File: config.mk
export PLATFORM = sky130hd
export DESIGN_NAME = acked_route_transmit_tracker_flat
export DESIGN_NICKNAME = d
export VERILOG_FILES = /design/src/design/art_pkg.sv /design/src/design/art_if.sv /design/src/design/art_ctrl.sv /design/src/design/art_dpath.sv /design/src/design/acked_route_transmit_tracker.sv /design/src/flat_wrapper.sv
export VERILOG_INCLUDE_DIRS = /design/src /design/src/design
export SDC_FILE = /design/constraint.sdc
export NUM_CORES = 1
export LEC_CHECK = 0
export BUFFER_PORTS_ARGS = -buffer_cell sky130_fd_sc_hd__buf_2
export CAP_MARGIN = 5
export CORE_MARGIN = 2
export CORE_UTILIZATION = 45
export DETAILED_ROUTE_END_ITERATION = 10
export GPL_TIMING_DRIVEN = 0
export PLACE_DENSITY = 0.72
export SETUP_SLACK_MARGIN = 0.4
export SYNTH_ARGS = -nofsm -noshare
export SYNTH_HDL_FRONTEND = slang
export SYNTH_HIERARCHICAL = 1
export SYNTH_SLANG_ARGS = --single-unit
File: constraint.sdc
create_clock -name i_clk -period 8.6 [get_ports i_clk]
set_clock_uncertainty 0.15 [all_clocks]
set_input_delay 2.15 -clock i_clk [delete_from_list [all_inputs] [get_ports i_clk]]
set_output_delay 2.15 -clock i_clk [all_outputs]
set_load 0.05 [all_outputs]
File: src/design/acked_route_transmit_tracker_macros.svh
// Assertion macros of the acked route transmit tracker, used by art_ctrl
`ifndef ACKED_ROUTE_TRANSMIT_TRACKER_MACROS_SVH
`define ACKED_ROUTE_TRANSMIT_TRACKER_MACROS_SVH

// check a consequence in the same cycle
`define ART_ASSERT_SAME(name, clk, rst_n, ante, cons, msg) \
    name: assert property (@(posedge clk) disable iff (!rst_n) (ante) |-> (cons)) \
        else $error(msg);

// check a consequence in the next cycle
`define ART_ASSERT_NEXT(name, clk, rst_n, ante, cons, msg) \
    name: assert property (@(posedge clk) disable iff (!rst_n) (ante) |=> (cons)) \
        else $error(msg);

`endif

File: src/design/art_pkg.sv
// Types and constants of the acked route transmit tracker
`default_nettype none
package art_pkg;

    localparam int ROUTES       = 4;
    localparam int MAX_OUT      = 4;
    localparam int HEADER_BYTES = 3;

    localparam logic [2:0] ROUTE_CAP = 3'(ROUTES);
    localparam logic [2:0] OUT_CAP   = 3'(MAX_OUT);

    localparam logic [2:0] FN_WRITE  = 3'd0;
    localparam logic [2:0] FN_TICK   = 3'd1;
    localparam logic [2:0] FN_ACK    = 3'd2;
    localparam logic [2:0] FN_ADD    = 3'd3;
    localparam logic [2:0] FN_REMOVE = 3'd4;

    localparam logic [1:0] TX_IDLE       = 2'd0;
    localparam logic [1:0] TX_FRESH      = 2'd1;
    localparam logic [1:0] TX_WAIT       = 2'd2;
    localparam logic [1:0] TX_WAIT_FRESH = 2'd3;

    localparam logic CFG_MAX_DATA   = 1'b0;
    localparam logic CFG_MAX_PACKET = 1'b1;

    localparam logic [10:0] MAX_DATA_RST   = 11'd128;
    localparam logic [10:0] MAX_PACKET_RST = 11'd256;

    typedef struct packed {
        logic [2:0]  func;
        logic [9:0]  data_len;
        logic [31:0] now_ms;
        logic [2:0]  slots_free;
        logic [7:0]  ack_tag;
        logic        route_mode;
        logic [31:0] route_timeout;
        logic [9:0]  path_len;
        logic [1:0]  route_index;
    } t_in;

    typedef struct packed {
        logic [1:0] result_route;
        logic       transmitted;
        logic       with_tag;
        logic [7:0] tag_value;
        logic       oversize_drop;
        logic       op_ok;
        logic [1:0] new_index;
        logic       clear_to_write;
        logic       last;
    } t_out;

    typedef struct packed {
        logic        idx;
        logic [10:0] wdata;
    } t_cfg;

    typedef struct packed {
        logic load;
        logic exec;
        logic scan;
        logic serve;
        logic finish;
        logic out_pop;
    } t_cmd;

    typedef struct packed {
        logic is_tick;
        logic scan_done;
        logic serve_done;
        logic out_last;
    } t_sts;

endpackage
`default_nettype wire

File: src/design/art_if.sv
// Handshake channel interfaces of the acked route transmit tracker
`default_nettype none
interface art_in_if;
    import art_pkg::*;
    logic valid;
    logic ready;
    t_in  data;
    modport source(output valid, output data, input ready);
    modport sink(input valid, input data, output ready);
endinterface

interface art_out_if;
    import art_pkg::*;
    logic valid;
    logic ready;
    t_out data;
    modport source(output valid, output data, input ready);
    modport sink(input valid, input data, output ready);
endinterface

interface art_cfg_if;
    import art_pkg::*;
    logic valid;
    logic ready;
    t_cfg data;
    modport source(output valid, output data, input ready);
    modport sink(input valid, input data, output ready);
endinterface
`default_nettype wire

File: src/design/art_ctrl.sv
// Sequencing state machine of the acked route transmit tracker
`default_nettype none
module art_ctrl (
    input  wire logic          i_clk,
    input  wire logic          i_rst_n,
    input  wire logic          i_in_valid,
    input  wire logic          i_out_ready,
    input  wire art_pkg::t_sts i_sts,
    output logic               o_in_ready,
    output logic               o_out_valid,
    output art_pkg::t_cmd      o_cmd
);
    import art_pkg::*;

    localparam logic [2:0] S_IDLE  = 3'd0;
    localparam logic [2:0] S_EXEC  = 3'd1;
    localparam logic [2:0] S_SCAN  = 3'd2;
    localparam logic [2:0] S_SERVE = 3'd3;
    localparam logic [2:0] S_OUT   = 3'd4;

    logic [2:0] r_state;
    logic [2:0] n_state;

    assign o_in_ready  = (r_state == S_IDLE);
    assign o_out_valid = (r_state == S_OUT);

    always_comb begin
        n_state = r_state;
        o_cmd   = '0;
        unique case (r_state)
            S_IDLE: begin
                if (i_in_valid) begin
                    o_cmd.load = 1'b1;
                    n_state    = S_EXEC;
                end
            end
            S_EXEC: begin
                if (i_sts.is_tick) begin
                    n_state = S_SCAN;
                end else begin
                    o_cmd.exec = 1'b1;
                    n_state    = S_OUT;
                end
            end
            S_SCAN: begin
                if (i_sts.scan_done) begin
                    n_state = S_SERVE;
                end else begin
                    o_cmd.scan = 1'b1;
                end
            end
            S_SERVE: begin
                if (i_sts.serve_done) begin
                    o_cmd.finish = 1'b1;
                    n_state      = S_OUT;
                end else begin
                    o_cmd.serve = 1'b1;
                end
            end
            S_OUT: begin
                if (i_out_ready) begin
                    o_cmd.out_pop = 1'b1;
                    if (i_sts.out_last) begin
                        n_state = S_IDLE;
                    end
                end
            end
            default: begin
                n_state = S_IDLE;
            end
        endcase
    end

    always_ff @(posedge i_clk) begin
        if (!i_rst_n) begin
            r_state <= S_IDLE;
        end else begin
            r_state <= n_state;
        end
    end

`include "acked_route_transmit_tracker_macros.svh"

    `ART_ASSERT_NEXT(a_load_exec, i_clk, i_rst_n, o_in_ready && i_in_valid, r_state == S_EXEC, "accepted beat did not start execution")
    `ART_ASSERT_NEXT(a_last_idle, i_clk, i_rst_n, o_out_valid && i_out_ready && i_sts.out_last, o_in_ready, "final result beat did not return to idle")
    `ART_ASSERT_SAME(a_excl, i_clk, i_rst_n, o_out_valid, !o_in_ready, "input taken while results pending")

endmodule
`default_nettype wire

File: src/design/art_dpath.sv
// Route table, scan counters and result buffer of the acked route transmit tracker
`default_nettype none
module art_dpath (
    input  wire logic          i_clk,
    input  wire logic          i_rst_n,
    input  wire art_pkg::t_cmd i_cmd,
    input  wire art_pkg::t_in  i_in_data,
    input  wire logic          i_cfg_we,
    input  wire art_pkg::t_cfg i_cfg_data,
    output art_pkg::t_sts      o_sts,
    output art_pkg::t_out      o_out_data
);
    import art_pkg::*;

    logic [1:0]  r_status [ROUTES];
    logic        r_mode   [ROUTES];
    logic [31:0] r_tmo    [ROUTES];
    logic [31:0] r_sent   [ROUTES];
    logic [7:0]  r_tag    [ROUTES];
    logic [9:0]  r_plen   [ROUTES];
    logic [1:0]  n_status [ROUTES];
    logic        n_mode   [ROUTES];
    logic [31:0] n_tmo    [ROUTES];
    logic [31:0] n_sent   [ROUTES];
    logic [7:0]  n_tag    [ROUTES];
    logic [9:0]  n_plen   [ROUTES];

    logic [2:0]  r_total, n_total;
    logic [1:0]  r_last, n_last;
    logic [7:0]  r_next_tag, n_next_tag;
    logic [9:0]  r_stored, n_stored;
    logic [10:0] r_max_data, r_max_pkt;

    t_in         r_req, n_req;
    logic [1:0]  r_ptr, n_ptr;
    logic [2:0]  r_i, n_i;
    logic [2:0]  r_cnt, n_cnt;
    logic [2:0]  r_j, n_j;
    logic [2:0]  r_n, n_n;
    logic [1:0]  r_k, n_k;
    logic [2:0]  r_slots, n_slots;
    logic [1:0]  r_list [MAX_OUT];
    logic [1:0]  n_list [MAX_OUT];
    t_out        r_buf  [MAX_OUT];
    t_out        n_buf  [MAX_OUT];

    logic        all_idle;
    logic        serve_done;
    logic [1:0]  scan_nxt;

    always_comb begin
        all_idle = 1'b1;
        for (int r = 0; r < ROUTES; r++) begin
            if (3'(r) < r_total && r_status[r] != TX_IDLE) begin
                all_idle = 1'b0;
            end
        end
    end

    assign scan_nxt   = ({1'b0, r_ptr} + 3'd1 >= r_total) ? 2'd0 : r_ptr + 2'd1;
    assign serve_done = (r_j >= r_cnt) || (r_n == OUT_CAP) || (r_slots == 3'd0);

    assign o_sts.is_tick    = (r_req.func == FN_TICK);
    assign o_sts.scan_done  = (r_i == r_total);
    assign o_sts.serve_done = serve_done;
    assign o_sts.out_last   = ({1'b0, r_k} + 3'd1 == r_n);

    always_comb begin
        o_out_data                = r_buf[r_k];
        o_out_data.clear_to_write = all_idle;
        o_out_data.last           = o_sts.out_last;
    end

    always_comb begin
        logic        ok;
        logic        found;
        logic [1:0]  hit;
        logic [1:0]  q;
        logic [1:0]  st;
        logic [11:0] need;
        t_out        res;

        n_status   = r_status;
        n_mode     = r_mode;
        n_tmo      = r_tmo;
        n_sent     = r_sent;
        n_tag      = r_tag;
        n_plen     = r_plen;
        n_total    = r_total;
        n_last     = r_last;
        n_next_tag = r_next_tag;
        n_stored   = r_stored;
        n_req      = r_req;
        n_ptr      = r_ptr;
        n_i        = r_i;
        n_cnt      = r_cnt;
        n_j        = r_j;
        n_n        = r_n;
        n_k        = r_k;
        n_slots    = r_slots;
        n_list     = r_list;
        n_buf      = r_buf;
        ok         = 1'b0;
        found      = 1'b0;
        hit        = 2'd0;
        q          = r_list[r_j[1:0]];
        st         = r_status[scan_nxt];
        need       = 12'(r_stored) + 12'(r_plen[q]) + 12'(HEADER_BYTES);
        res        = '0;

        if (i_cmd.load) begin
            n_req   = i_in_data;
            n_ptr   = r_last;
            n_i     = 3'd0;
            n_cnt   = 3'd0;
            n_j     = 3'd0;
            n_n     = 3'd0;
            n_k     = 2'd0;
            n_slots = i_in_data.slots_free;
        end

        if (i_cmd.exec) begin
            unique case (r_req.func)
                FN_WRITE: begin
                    ok = ({1'b0, r_req.data_len} <= r_max_data);
                    if (ok) begin
                        n_stored = r_req.data_len;
                        for (int r = 0; r < ROUTES; r++) begin
                            if (3'(r) < r_total) begin
                                n_status[r] = (r_status[r] == TX_WAIT) ? TX_WAIT_FRESH
                                                                        : TX_FRESH;
                            end
                        end
                    end
                    res.op_ok = ok;
                end
                FN_ACK: begin
                    for (int r = 0; r < ROUTES; r++) begin
                        if (!found && 3'(r) < r_total && r_tag[r] == r_req.ack_tag) begin
                            found = 1'b1;
                            hit   = 2'(r);
                        end
                    end
                    if (found) begin
                        if (r_status[hit] == TX_WAIT) begin
                            n_status[hit] = TX_IDLE;
                        end else if (r_status[hit] == TX_WAIT_FRESH) begin
                            n_status[hit] = TX_FRESH;
                        end
                    end
                    res.result_route = hit;
                end
                FN_ADD: begin
                    if (r_total < ROUTE_CAP) begin
                        q            = r_total[1:0];
                        n_status[q]  = TX_IDLE;
                        n_mode[q]    = r_req.route_mode;
                        n_tmo[q]     = r_req.route_timeout;
                        n_sent[q]    = 32'd0;
                        n_tag[q]     = 8'd0;
                        n_plen[q]    = r_req.path_len;
                        n_total      = r_total + 3'd1;
                        res.result_route = q;
                        res.op_ok        = 1'b1;
                        res.new_index    = q;
                    end
                end
                FN_REMOVE: begin
                    res.result_route = r_req.route_index;
                    if ({1'b0, r_req.route_index} < r_total) begin
                        for (int r = 0; r < ROUTES - 1; r++) begin
                            if (2'(r) >= r_req.route_index && 3'(r + 1) < r_total) begin
                                n_status[r] = r_status[r + 1];
                                n_mode[r]   = r_mode[r + 1];
                                n_tmo[r]    = r_tmo[r + 1];
                                n_sent[r]   = r_sent[r + 1];
                                n_tag[r]    = r_tag[r + 1];
                                n_plen[r]   = r_plen[r + 1];
                            end
                        end
                        for (int r = 0; r < ROUTES; r++) begin
                            if (3'(r) + 3'd1 == r_total) begin
                                n_status[r] = TX_IDLE;
                                n_mode[r]   = 1'b0;
                                n_tmo[r]    = 32'd0;
                                n_sent[r]   = 32'd0;
                                n_tag[r]    = 8'd0;
                                n_plen[r]   = 10'd0;
                            end
                        end
                        n_total   = r_total - 3'd1;
                        res.op_ok = 1'b1;
                    end
                end
                default: begin
                    res = '0;
                end
            endcase
            n_buf[0] = res;
            n_n      = 3'd1;
        end

        if (i_cmd.scan) begin
            n_i   = r_i + 3'd1;
            n_ptr = scan_nxt;
            if (st == TX_FRESH) begin
                n_list[r_cnt[1:0]] = scan_nxt;
                n_cnt              = r_cnt + 3'd1;
            end else if (st == TX_WAIT || st == TX_WAIT_FRESH) begin
                if (r_req.now_ms - r_sent[scan_nxt] >= r_tmo[scan_nxt]) begin
                    n_status[scan_nxt] = (st == TX_WAIT) ? TX_IDLE : TX_FRESH;
                end
            end
        end

        if (i_cmd.serve) begin
            n_j = r_j + 3'd1;
            res.result_route = q;
            if (need >= {1'b0, r_max_pkt}) begin
                n_status[q]       = TX_IDLE;
                res.oversize_drop = 1'b1;
            end else begin
                n_slots         = r_slots - 3'd1;
                res.transmitted = 1'b1;
                if (r_mode[q]) begin
                    n_tag[q]      = r_next_tag;
                    res.with_tag  = 1'b1;
                    res.tag_value = r_next_tag;
                    n_next_tag    = r_next_tag + 8'd1;
                end
                n_sent[q]   = r_req.now_ms;
                n_status[q] = TX_WAIT;
                n_last      = q;
            end
            n_buf[r_n[1:0]] = res;
            n_n             = r_n + 3'd1;
        end

        if (i_cmd.finish && r_n == 3'd0) begin
            n_buf[0] = '0;
            n_n      = 3'd1;
        end

        if (i_cmd.out_pop) begin
            n_k = r_k + 2'd1;
        end
    end

    always_ff @(posedge i_clk) begin
        if (!i_rst_n) begin
            for (int r = 0; r < ROUTES; r++) begin
                r_status[r] <= TX_IDLE;
            end
            r_total    <= 3'd0;
            r_last     <= 2'd0;
            r_next_tag <= 8'd0;
            r_stored   <= 10'd0;
            r_max_data <= MAX_DATA_RST;
            r_max_pkt  <= MAX_PACKET_RST;
            r_i        <= 3'd0;
            r_cnt      <= 3'd0;
            r_j        <= 3'd0;
            r_n        <= 3'd0;
            r_k        <= 2'd0;
            r_slots    <= 3'd0;
        end else begin
            r_status   <= n_status;
            r_total    <= n_total;
            r_last     <= n_last;
            r_next_tag <= n_next_tag;
            r_stored   <= n_stored;
            r_i        <= n_i;
            r_cnt      <= n_cnt;
            r_j        <= n_j;
            r_n        <= n_n;
            r_k        <= n_k;
            r_slots    <= n_slots;
            if (i_cfg_we) begin
                unique case (i_cfg_data.idx)
                    CFG_MAX_DATA:   r_max_data <= i_cfg_data.wdata;
                    CFG_MAX_PACKET: r_max_pkt  <= i_cfg_data.wdata;
                    default:        r_max_data <= r_max_data;
                endcase
            end
        end
    end

    always_ff @(posedge i_clk) begin
        r_mode <= n_mode;
        r_tmo  <= n_tmo;
        r_sent <= n_sent;
        r_tag  <= n_tag;
        r_plen <= n_plen;
        r_req  <= n_req;
        r_ptr  <= n_ptr;
        r_list <= n_list;
        r_buf  <= n_buf;
    end

endmodule
`default_nettype wire

File: src/design/acked_route_transmit_tracker.sv
// Top level of the acked route transmit tracker
// Tracks the transmit state of up to four outgoing routes. One input beat is
// taken at a time; the input channel stays not ready until every result beat
// of the previous item has been taken. Write, ack, add and remove return a
// single result beat. A dispatch tick walks the route table one entry per
// cycle (timeout check and fresh collection), then serves one collected
// route per cycle and returns one result beat per served route (a single
// empty beat if none). Configuration writes are taken in any cycle.
`default_nettype none
module acked_route_transmit_tracker (
    input  wire logic i_clk,
    input  wire logic i_rst_n,
    art_in_if.sink    i_in,
    art_out_if.source o_out,
    art_cfg_if.sink   i_cfg
);
    import art_pkg::*;

    t_cmd cmd;
    t_sts sts;
    logic in_ready;
    logic out_valid;

    assign i_in.ready  = in_ready;
    assign o_out.valid = out_valid;
    assign i_cfg.ready = 1'b1;

    art_ctrl u_ctrl (
        .i_clk       (i_clk),
        .i_rst_n     (i_rst_n),
        .i_in_valid  (i_in.valid),
        .i_out_ready (o_out.ready),
        .i_sts       (sts),
        .o_in_ready  (in_ready),
        .o_out_valid (out_valid),
        .o_cmd       (cmd)
    );

    art_dpath u_dpath (
        .i_clk      (i_clk),
        .i_rst_n    (i_rst_n),
        .i_cmd      (cmd),
        .i_in_data  (i_in.data),
        .i_cfg_we   (i_cfg.valid),
        .i_cfg_data (i_cfg.data),
        .o_sts      (sts),
        .o_out_data (o_out.data)
    );

endmodule
`default_nettype wire

File: src/flat_wrapper.sv
// flat-port wrapper written by rule: the top's interface ports become plain ports
module acked_route_transmit_tracker_flat import art_pkg::*;
  (i_clk, i_rst_n, i_in_valid, i_in_data, i_in_ready, o_out_valid, o_out_data, o_out_ready, i_cfg_valid, i_cfg_data, i_cfg_ready);
  art_in_if i_in_i ();
  art_out_if o_out_i ();
  art_cfg_if i_cfg_i ();
  input  wire logic i_clk;
  input  wire logic i_rst_n;
  input wire logic [$bits(i_in_i.valid)-1:0] i_in_valid;
  input wire logic [$bits(i_in_i.data)-1:0] i_in_data;
  output wire logic [$bits(i_in_i.ready)-1:0] i_in_ready;
  output wire logic [$bits(o_out_i.valid)-1:0] o_out_valid;
  output wire logic [$bits(o_out_i.data)-1:0] o_out_data;
  input wire logic [$bits(o_out_i.ready)-1:0] o_out_ready;
  input wire logic [$bits(i_cfg_i.valid)-1:0] i_cfg_valid;
  input wire logic [$bits(i_cfg_i.data)-1:0] i_cfg_data;
  output wire logic [$bits(i_cfg_i.ready)-1:0] i_cfg_ready;
  assign i_in_i.valid = i_in_valid;
  assign i_in_i.data = i_in_data;
  assign i_in_ready = i_in_i.ready;
  assign o_out_valid = o_out_i.valid;
  assign o_out_data = o_out_i.data;
  assign o_out_i.ready = o_out_ready;
  assign i_cfg_i.valid = i_cfg_valid;
  assign i_cfg_i.data = i_cfg_data;
  assign i_cfg_ready = i_cfg_i.ready;
  acked_route_transmit_tracker u_core (.i_clk(i_clk), .i_rst_n(i_rst_n), .i_in(i_in_i), .o_out(o_out_i), .i_cfg(i_cfg_i));
endmodule
# Yosys cells after proc, flatten, opt, wreduce, memory -nomap -nowiden
# Index checks and enable logic that the tools add are counted.
dict set report word_totals {
  reg_bits 585
  out_inout_bits 21
}
dict set report op_classes {
  n_addsub 15
  magnitude_cmp 29
  n_reduce_logical 54
  muxes 219
  eq_ne 39
  bitwise 28
}
# operator count
set op_table {}
lappend op_table {{128-bit two-way mux} 7}
lappend op_table {{32-bit two-way mux} 26}
lappend op_table {{128-bit case mux with 2 select lines} 2}
lappend op_table {{128-bit bitwise mux} 2}
lappend op_table {{8-bit two-way mux} 22}
lappend op_table {{128-bit AND} 1}
lappend op_table {{32-bit binary-select mux with 2-bit select} 2}
lappend op_table {{32-bit demux with 2-bit select} 2}
lappend op_table {{128-bit inverter} 1}
lappend op_table {{10-bit two-way mux} 12}
lappend op_table {{2-bit two-way mux} 41}
lappend op_table {{40-bit two-way mux} 2}
lappend op_table {{40-bit case mux with 2 select lines} 1}
lappend op_table {{72-bit bitwise mux} 1}
lappend op_table {{18-bit two-way mux} 4}
lappend op_table {{72-bit two-way mux} 1}
lappend op_table {{32-bit case mux with 2 select lines} 1}
lappend op_table {{3-bit two-way mux} 20}
lappend op_table {{1-bit two-way mux} 42}
lappend op_table {{40-bit bitwise mux} 1}
lappend op_table {{18-bit binary-select mux with 2-bit select} 1}
lappend op_table {{18-bit demux with 2-bit select} 1}
lappend op_table {{32-bit AND} 1}
lappend op_table {{32-bit bitwise mux} 1}
lappend op_table {{71 further kinds} 189}

# Logic depth before layout (Yosys ltp)
# Gate-level depths: netlist (run 1).
dict set report logic_depth {
  ltp_word 43
  depth_mapped 30
}

# By module
# Netlist (run 1), hierarchy kept.
# module area_each_um2 cells_each instances
set by_module_without_submodules {}
lappend by_module_without_submodules {art_dpath 29220.5 2779 1}
lappend by_module_without_submodules {art_ctrl 256.5 29 1}
lappend by_module_without_submodules {acked_route_transmit_tracker 11.3 2 1}

# Worst setup path after synthesis (run 1)
# Ideal clock, no wire load.
dict set report synth_timing {
  path_type {register to register}
  startpoint {reg u_core.u_dpath.r_ptr[0]}
  endpoint {reg u_core/u_dpath/r_status[3] (netlist name)}
  stages_incl_launch_ff 28
  setup_ns 0.114
  synth_period_minus_slack_ns 6.317
  path_slack_ns 2.283
  required_time_ns 8.336
  arrival_ns 6.053
  cell_sequence {edfxtp_1 -> ha_1 -> ha_1 -> a21o_1 -> a211oi_1 -> clkbuf_1 -> buf_1 -> nand2_1 -> o221ai_1 -> ha_1 -> o21a_1 -> o31a_1 -> o2111ai_1 -> a21oi_1 -> nor4b_1 -> a211oi_1 -> a31o_2 -> a311oi_1 -> xnor2_1 -> ha_1 -> nand4_1 -> or2_2 -> nor3_1 -> a311oi_1 -> a21oi_1 -> nand4_1 -> a22o_1 -> a21o_1}
}
dict set report synth_via {
  elab_chain_len 16
}
# element line_no
set synth_lines {}
lappend synth_lines {{start: declaration} art_dpath.sv:35} ;# logic [1:0] r_ptr, n_ptr;
lappend synth_lines {{start signal: assignment} art_dpath.sv:295} ;# r_ptr <= n_ptr;
lappend synth_lines {{2-bit by 1-bit adder with 3-bit output} art_dpath.sv:60} ;# assign scan_nxt = ({1'b0, r_ptr} + 3'd1 >= r_total) ? 2'd0 : r_ptr + 2'd1;
lappend synth_lines {{3-bit greater-or-equal comparator} art_dpath.sv:60}
lappend synth_lines {{2-bit two-way mux *} art_dpath.sv:60}
lappend synth_lines {{2-bit inverter with 3-bit output *} {art_dpath.sv:107, art_dpath.sv:210, art_dpath.sv:211}}
lappend synth_lines {{32-bit binary-select mux with 2-bit select (tied with other cells)} art_dpath.sv:210} ;# if (r_req.now_ms - r_sent[scan_nxt] >= r_tmo[scan_nxt]) begin
lappend synth_lines {{32-bit two-way mux (implied by the code) or 1-bit logical AND (tied branches)} {art_dpath.sv:210, art_dpath.sv:211}}
lappend synth_lines {{32-bit two-way mux (implied by the code) or 2-bit two-way mux (tied branches)} {art_dpath.sv:210, art_dpath.sv:211}}
lappend synth_lines {{32-bit subtractor or 2-bit demux with 2-bit select (tied branches)} {art_dpath.sv:210, art_dpath.sv:211}}
lappend synth_lines {{32-bit greater-or-equal comparator or 8-bit bitwise mux (tied branches)} {art_dpath.sv:210, art_dpath.sv:211}}
lappend synth_lines {{8-bit two-way mux} art_dpath.sv:210}
lappend synth_lines {{8-bit two-way mux} art_dpath.sv:209} ;# end else if (st == TX_WAIT || st == TX_WAIT_FRESH) begin
lappend synth_lines {{8-bit two-way mux *} art_dpath.sv:206} ;# if (st == TX_FRESH) begin
lappend synth_lines {{8-bit two-way mux *} art_dpath.sv:203} ;# if (i_cmd.scan) begin
lappend synth_lines {{4-bit OR (no source line) or 8-bit AND (tied branches)} --}
lappend synth_lines {{8-bit two-way mux} art_dpath.sv:219} ;# if (need >= {1'b0, r_max_pkt}) begin
lappend synth_lines {{8-bit two-way mux *} art_dpath.sv:216} ;# if (i_cmd.serve) begin
lappend synth_lines {{end signal: assignment} art_dpath.sv:267} ;# r_status <= n_status;
lappend synth_lines {{end: declaration} art_dpath.sv:15} ;# logic [1:0] r_status [ROUTES];
# Every way passes the cells marked *; elsewhere a longest branch is shown, timed or not. The select of a mux whose other input is x is not followed.
# A chain may end at the register's enable or synchronous reset.

# Worst setup path after layout (run 1)
# Same ends and word-level chain as after synthesis.

==> metrics.md, run 1 <==
| Metric | Value |
|---|---|
| Status | `finished, final reports clean` |
| DRC | `0` |
| Period minus WS final | `7.62 ns` |
| Startpoint types | `register` |
| CP max stage delay | `about 0.48 ns` |
| Final net count | `between 3,000 and 4,000` |
| Vias/cell | `between 6 and 7` |
| IO Pins | `around 140` |
| Clock transition at the registers of the reported paths | `0.06 ns` |
| Clock Path Buffers | `3` |
| I/O Buffers | `137` |
| Worst-margin pin slew | `1.24 ns` |
| Clock sink total | `approximately 580` |
| Unrepaired setup endpoints after global routing | `no` |
| Post-synthesis cell count | `roughly 2,800` |
| DR pass1 iterations | `8` |
| Drt total wl | `about 84 mm` |
| Final Max Slew Viols | `0` |
| CP max stage cell | `buf_1` |
| CTS root buf | `clkbuf_16` |
| Number of global-route vias before repair | `roughly 22,000` |
| Post-synthesis instance area | `between 20,000 and 30,000 sq um` |
| P_leak | `11.9 nW` |
| Worst Hold End | `u_core/u_dpath/r_stored[1]` |
| Yosys warnings | `6` |
| Placer Congestion | `~0.94` |
| Critical Path AT | `8.00 ns` |
| Die area | `67,600 sq um` |
| Syn_nets | `between 3,000 and 4,000` |
| Average cell area after synthesis | `between 10 and 15 sq um` |
| Core ar. | `between 60,000 and 70,000 sq um` |
| Drt wl/cell | `around 21 um` |
| Antenna violations before repair | `1` |
| Finished Layout Cells | `3,923` |
| Period utilisation layout | `88.6%` |
| Sequential area share after synthesis | `about half` |
| Highest clock rate | `0.131 GHz` |
| EDFF count, synth | `328` |
| Maximum vdd drop | `180 uV` |
| Iteration-0 DRC count of the detailed router | `approximately 2,600` |
| Synth-to-layout area growth | `13.4%` |
| PwrDens | `roughly 220 nW/um^2` |
| CTS Buf Count | `just over 60` |
| Final ANT Viol Nets | `0` |
| Final Hold Viols | `0` |
| Crit Reg-Reg Endpoint | `u_core/u_dpath/r_status[3]` |
| Req. time, crit path | `8.98 ns` |
| Starting density of the core | `45.7%` |
| DPL Wire Length | `approximately 60 mm` |
| Relative slew slack | `~17%` |
| Seq cells post-synth | `just under 600` |
| Vias | `between 20,000 and 25,000` |
| Total global-route track usage | `between 20% and 30%` |
| Placed Instances | `between 3,000 and 4,000` |
| Die width | `around 260 um` |
| Clk_lat worst skew | `approximately 0.65 ns` |
| # setup viols final | `0` |
| Crit path capture type | `register` |
| Row cnt | `a little over 90` |
| Die Ht | `260 um` |
| Setup_tns | `0 ns` |
| CP Class | `reg2reg` |
| Worst-path maximum fanout | `10` |
| H-tree depth | `2` |
| Worst r2r path cells | `27` |
| First-pass GRT wire length | `between 100 and 150 mm` |
| Share of cells above drive strength 1 | `about an eighth` |
| Overflow after GRT | `0` |
| Max-cap violations | `0` |
| CP most frequent cell | `ha_1` |
| Async SR Flop Fraction | `0%` |
| Reg2reg start | `u_core/u_dpath/r_ptr[0]` |
| Synth unique cells | `a little over 90` |
| Worst hold path class | `reg2reg` |
| Flop2flop setup slack | `around 0.98 ns` |
| Hold_sp | `u_core/u_dpath/r_stored[1]` |
| Hold path depth | `2` |
| Commonest register cell after synthesis | `edfxtp_1` |
| CTS tree | `yes` |
| Worst Hold Slack | `0.309 ns` |
| Largest net degree at the start of global routing | `67` |
-- synth_stat cells, types with 41 or more instances --
master / count / area share, %
mux2_2: 45 / 1.7
mux2i_1: 94 / 3.2
a21oi_1: 157 / 2.7
inv_1: 100 / 1.3
nor2_1: 166 / 2.1
a22oi_1: 137 / 3.5
dfxtp_1: 249 / 17
nand2_1: 299 / 3.8
nand3_1: 50 / 0.85
o21ai_0: 183 / 3.1
ha_1: 129 / 5.5
nor3_1: 66 / 1.1
edfxtp_1: 328 / 33
xor2_1: 41 / 1.2
clkbuf_1: 143 / 1.8
a22o_1: 149 / 4.4
-- routing by layer --
layer,up-vias,routed length [um],global-route usage (%)
li1,11000,-,-
met1,11500,35200,33.3
met2,1039,39200,39.6
met3,183,6770,3.28
met4,0,3160,9.85
met5,-,0,0
-- power breakdown --
part / switching [mW] / internal (mW)
logic: 0.898 / 0.548
clock network: 1.12 / 1.57
registers: 0.0908 / 3.02
-- state kept, by name, summed over array words and instances, names as in the netlist, 3 cells and up --
signal and count:
u_core/u_dpath/r_mode 4, u_core/u_dpath/r_plen 40, u_core/u_dpath/r_next_tag 8, u_core/u_dpath/r_i 3
u_core/u_dpath/r_req 98, u_core/u_dpath/r_cnt 3, u_core/u_dpath/r_list 8, u_core/u_dpath/r_total 3
u_core/u_dpath/r_tmo 128, u_core/u_dpath/r_tag 32, u_core/u_dpath/r_buf 64, u_core/u_dpath/r_slots 3
u_core/u_dpath/r_n 3, u_core/u_dpath/r_j 3, u_core/u_ctrl/r_state 3, u_core/u_dpath/r_status 8
u_core/u_dpath/r_max_data 11, u_core/u_dpath/r_max_pkt 11, u_core/u_dpath/r_sent 128, u_core/u_dpath/r_stored 10
-- placed cells by master, fill, tap and decap left out, types with 63 or more instances in the layout --
cell       count
clkbuf_1     142
nand2_1      299
buf_2        152
dfxtp_1      249
a22oi_1      137
o21ai_0      183
a21oi_1      157
a22o_1       149
nor3_1        66
clkbuf_16     63
mux2i_1       94
ha_1         129
nor2_1       164
inv_1         97
edfxtp_1     328
-- worst max path at each step --
stage	startpoint	endpoint	depth (start not counted)
floorplan	u_core/u_dpath/r_ptr[0]	u_core/u_dpath/r_status[3]	27
global placement	u_core/u_dpath/r_ptr[0]	u_core/u_dpath/r_status[3]	26
detailed placement	u_core/u_dpath/r_ptr[0]	u_core/u_dpath/r_status[3]	26
CTS	u_core/u_dpath/r_ptr[0]	u_core/u_dpath/r_status[3]	26
global route	u_core/u_dpath/r_ptr[0]	u_core/u_dpath/r_status[3]	27
finish	u_core/u_dpath/r_ptr[0]	u_core/u_dpath/r_status[3]	27
-- cell families (layout without fill, tap and decap cells) --
group / Yosys count / in the layout / share of synthesized area (%)
AO/OA/AOI/OAI: 829 / 829 / 19.3
AND/OR/NAND/NOR: 728 / 728 / 11.3
flip-flops: 577 / 577 / 50.3
buffers and inverters: 295 / 552 / 3.95
multiplexers: 168 / 168 / 7.10
adder cells (fa/ha/maj): 131 / 131 / 5.61
XOR/XNOR: 81 / 81 / 2.41
other: 1 / 2 / 0.0127
-- critical path: cells and delay by family, from the launching register on --
kind / cells / cell delay (ns)
AOI/OAI and AO/OA: 13 / 3.02
adders and majority gates: 4 / 1.30
and+or+nand+nor: 7 / 1.56
xor gates and xnor gates: 1 / 0.12
buffers and inverters: 2 / 0.95
DFF: 1 / 0.44
-- cell type report --
| type | count | area (sq um) |
|---|---|---|
| Multi-Input combinational cell | 1938 | 13500 |
| Timing Repair Buffer | 142 | 793 |
| Sequential cell | 577 | 14800 |
| Tap cell | 855 | 1070 |
| Clock inverter | 38 | 364 |
| Antenna cell | 1 | 2.50 |
| Buffer | 191 | 786 |
| Clock buffer | 77 | 1690 |
| Fill cell | 5708 | 31100 |
| Inverter | 104 | 390 |
-- metrics by stage --
step | cell area [sq um] | util, % | setup slack [ns] | power (mW)
floorplan | 29500 | - | 2.28 | 4.14
global placement | 31200 | 48.4 | 0.539 | 4.57
detailed placement | 31400 | 48.6 | 0.486 | 4.59
CTS | 33400 | 51.7 | 0.465 | 7.27
global route | 33400 | 51.8 | 0.453 | 7.54
finish | 33400 | 51.8 | 0.978 | 7.24
-- timing repair --
action,CTS,global route
buffers inserted,0,0
hold endpoints to repair,0,0
hold buffers,0,0
gates resized for setup,0,24
endpoints found under the setup margin,0,8
Note: power is estimated with default switching activity, not from simulation.
==> inputs of run 2 (changes only) <==
- PLACE_DENSITY: 0.72 -> 0.73
- SYNTH_HIERARCHICAL: 1 -> unset
==> run 2 against run 1 <==
Die area down 2.6%; critical path depth down 2; synthesized area down 2.7%; critical endpoint is now u_core.u_dpath.r_status[7]; sequential share of layout area up 0.98 points.
==> metrics.md, run 2 <==
| Metric | Value |
|---|---|
| Status | `finished, final reports clean (unchanged)` |
| Count leader, synth | `edfxtp_1 (unchanged)` |
| Commonest non-fill, non-tap cell in the layout | `edfxtp_1 (unchanged)` |
| Async SR Flop Fraction | `0% (unchanged)` |
| PwrDens | `231 nW/um^2 (was 217 nW/um^2)` |
| Share of cells above drive strength 1 | `13.2% (was 12.6%)` |
| Crit Reg-Reg Endpoint | `u_core.u_dpath.r_status[7] (was u_core/u_dpath/r_status[3])` |
| I/O Buffers | `136 (was 137)` |
| Syn_nets | `2,876 (was 3,059)` |
| Antenna violations before repair | `1 (unchanged)` |
| Unrepaired setup endpoints after global routing | `no (unchanged)` |
| Top cell type's share of synthesized area | `34.3% (was 33.4%)` |
| Post-synth top area cell | `edfxtp_1 (unchanged)` |
| Die area | `65,800 sq um (was 67,600 sq um)` |
| EDFF count, synth | `328 (unchanged)` |
| Seq cells post-synth | `577 (unchanged)` |
| DPL Wire Length | `61.3 mm (was 60.3 mm)` |
| # setup viols final | `0 (unchanged)` |
| Max-cap violations | `0 (unchanged)` |
| Final ANT Viol Nets | `0 (unchanged)` |
| Pre-CTS setup slack | `0.187 ns (was 0.486 ns)` |
| DRC | `0 (unchanged)` |
| CP Class | `reg2reg (unchanged)` |
| Placer Congestion | `1.02 (was 0.943)` |
| Crit path capture type | `register (unchanged)` |
| IO Pins | `139 (unchanged)` |
| Worst Hold Slack | `0.309 ns (about the same)` |
| Req. time, crit path | `8.96 ns (was 8.98 ns)` |
| H-tree depth | `2 (unchanged)` |
| Commonest register cell after synthesis | `edfxtp_1 (unchanged)` |
| Commonest cells after routing, fill and taps aside | `edfxtp_1 (328), dfxtp_1 (249), nor2_1 (204) (was edfxtp_1 (328), nand2_1 (299), dfxtp_1 (249))` |
| Hold-fix buffers, CTS | `0 (unchanged)` |
| Clock sink total | `577 (unchanged)` |
| Fillers | `5,607 (was 5,708)` |
| Setup_tns | `0 ns (unchanged)` |
| Worst hold path class | `reg2reg (unchanged)` |
| Yosys warnings | `0 (was 6)` |
| Row cnt | `92 (was 93)` |
| CP most frequent cell | `ha_1 (unchanged)` |
| Reg2reg start | `u_core.u_dpath.r_ptr[0] (was u_core/u_dpath/r_ptr[0])` |
| Synth unique cells | `92 (was 91)` |
| Drt total wl | `86.4 mm (was 84.3 mm)` |
| Core ar. | `63,100 sq um (was 64,600 sq um)` |
| Overflow after GRT | `0 (unchanged)` |
| Post-synth top cells | `edfxtp_1 (328), dfxtp_1 (249), nor2_1 (205) (was edfxtp_1 (328), nand2_1 (299), dfxtp_1 (249))` |
| First-pass GRT wire length | `133 mm (was 130 mm)` |
| Number of global-route vias before repair | `22,700 (was 22,500)` |
| Largest net degree at the start of global routing | `65 (was 67)` |
| Final net count | `3,084 (was 3,264)` |
| CTS root buf | `clkbuf_16 (unchanged)` |
| Vias/cell | `6.27 (was 6.03)` |
| Footprint of the multi-input gates | `12,800 sq um (was 13,500 sq um)` |
| Sequential cell area | `14,800 sq um (unchanged)` |
| Drt wl/cell | `23.2 um (was 21.5 um)` |
| Period minus WS final | `7.73 ns (was 7.62 ns)` |
| DR pass1 iterations | `8 (unchanged)` |
| Die width | `257 um (was 260 um)` |
| Post-synthesis instance area | `28,700 sq um (was 29,500 sq um)` |
| Crit path capture | `u_core.u_dpath.r_status[7] (was u_core/u_dpath/r_status[3])` |
| Worst setup startpoint | `u_core.u_dpath.r_ptr[0] (was u_core/u_dpath/r_ptr[0])` |
| Maximum vdd drop | `187 uV (was 180 uV)` |
| CTS Buf Count | `61 (unchanged)` |
| CTS tree | `yes (unchanged)` |
| Worst-margin pin slew | `1.09 ns (was 1.24 ns)` |
| P_leak | `12.0 nW (was 11.9 nW)` |
| Average cell area after synthesis | `10.9 sq um (was 10.5 sq um)` |
| Startpoint types | `register (unchanged)` |
| Final Hold Viols | `0 (unchanged)` |
| CP max stage cell | `buf_1 (unchanged)` |
| Critical Path AT | `8.10 ns (was 8.00 ns)` |
| Clock Path Buffers | `3 (unchanged)` |
| Clk_lat worst skew | `0.65 ns (about the same)` |
| Flop2flop setup slack | `0.87 ns (was 0.98 ns)` |
| Sequential area share after synthesis | `51.7% (was 50.3%)` |
| Period utilisation layout | `89.9% (was 88.6%)` |
| Post-synthesis cell count | `2,627 (was 2,810)` |
| Final WS setup | `0.865 ns (was 0.978 ns)` |
| Synth-to-layout area growth | `14.0% (was 13.4%)` |
| Final Max Slew Viols | `0 (unchanged)` |
| CP max stage delay | `0.72 ns (was 0.48 ns)` |
| Tot Pwr | `7.55 mW (was 7.24 mW)` |
| Clock transition at the registers of the reported paths | `0.07 ns (was 0.06 ns)` |
| Total global-route track usage | `25.6% (was 24.5%)` |
| Starting density of the core | `45.5% (was 45.7%)` |
| Vias | `23,400 (was 23,700)` |
| Biggest regs | `u_core.u_dpath.r_sent x128, u_core.u_dpath.r_tmo x128, u_core.u_dpath.r_req x98 (was u_core/u_dpath/r_sent x128, u_core/u_dpath/r_tmo x128, u_core/u_dpath/r_req x98)` |
| Iteration-0 DRC count of the detailed router | `2,597 (was 2,610)` |
| Top cells by area, synth | `edfxtp_1 (34%), dfxtp_1 (17%), ha_1 (5.6%) (was edfxtp_1 (33%), dfxtp_1 (17%), ha_1 (5.5%))` |
| Highest clock rate | `0.129 GHz (was 0.131 GHz)` |
| Worst r2r path cells | `25 (was 27)` |
| Relative slew slack | `26.6% (was 16.8%)` |
| Worst-path maximum fanout | `10 (unchanged)` |
| Die Ht | `257 um (was 260 um)` |
## run 2: per-layer routing
metal | up-vias | track usage [%] | wire length (um)
met2 | 1253 | 41.8 | 40700
met1 | 11400 | 33.8 | 34900
li1 | 10500 | - | -
met3 | 225 | 3.58 | 7040
met4 | 0 | 11.4 | 3800
met5 | - | 0 | 0
## run 2: layout make-up
cell class | instances | share of cell area, %
Multi-Input combinational cell | 1765 | 39.0
Clock buffer | 77 | 5.17
Buffer | 173 | 2.19
Sequential cell | 577 | 45.3
Antenna cell | 1 | 0.00765
Tap cell | 846 | 3.24
Clock inverter | 35 | 1.23
Inverter | 112 | 1.28
Timing Repair Buffer | 145 | 2.49
## run 2: worst min-delay path by stage
stage	start	to	slack [ns]	cells after the start
final	u_core.u_dpath.r_max_pkt[6]	u_core.u_dpath.r_max_pkt[6]	0.31	2
after global routing	u_core.u_dpath.r_max_pkt[4]	u_core.u_dpath.r_max_pkt[4]	0.33	2
after CTS	u_core.u_dpath.r_buf[58]	u_core.u_dpath.r_buf[58]	0.31	1
after detailed placement	u_core.u_dpath.r_buf[58]	u_core.u_dpath.r_buf[58]	0.29	1
after global placement	u_core.u_dpath.r_buf[68]	u_core.u_dpath.r_buf[68]	0.28	1
after floorplan	u_core.u_dpath.r_buf[57]	u_core.u_dpath.r_buf[57]	0.27	1
## run 2: what timing repair did
action | CTS | global route
resized for setup | 1 | 17
setup buffers | 0 | 3
cloned | 0 | 0
endpoints found under the setup margin | 4 | 4
pin swaps | 0 | 1
## run 2: power by group
part	switching (mW)	internal, mW
combinational	1.03	0.645
clock	1.16	1.61
sequential	0.0863	3.02
total	2.28	5.28
## run 2: kinds of logic (layout without fill, tap and decap cells)
family / count (synthesis) / count (layout) / share of synthesized area (%)
simple gates: 586 / 586 / 9.52
compound gates: 831 / 831 / 20.6
fa+ha+maj: 131 / 131 / 5.76
other cells: 1 / 2 / 0.0131
buf+inv: 285 / 542 / 3.93
flops: 577 / 577 / 51.7
xor+xnor: 78 / 78 / 2.38
mux: 138 / 138 / 6.15
## run 2: worst max-delay path, delay by kind of cell, from the launching register on
family | cells | cell delay, ns
AOI/OAI and AO/OA | 13 | 3.41
xor gates and xnor gates | 1 | 0.15
adders and majority gates | 4 | 1.48
buffers and inverters | 2 | 0.93
DFF | 1 | 0.51
and+or+nand+nor | 5 | 0.94
## run 2: per-stage QoR
| step | std cells | utilization [%] | area, sq um |
|---|---|---|---|
| finish | 3731 | 51.9 | 32700 |
| global route | 3731 | 51.9 | 32700 |
| CTS | 3726 | 51.8 | 32700 |
| detailed placement | 3614 | 48.5 | 30600 |
| global placement | 3609 | 48.3 | 30400 |
| floorplan | 2627 | - | 28700 |
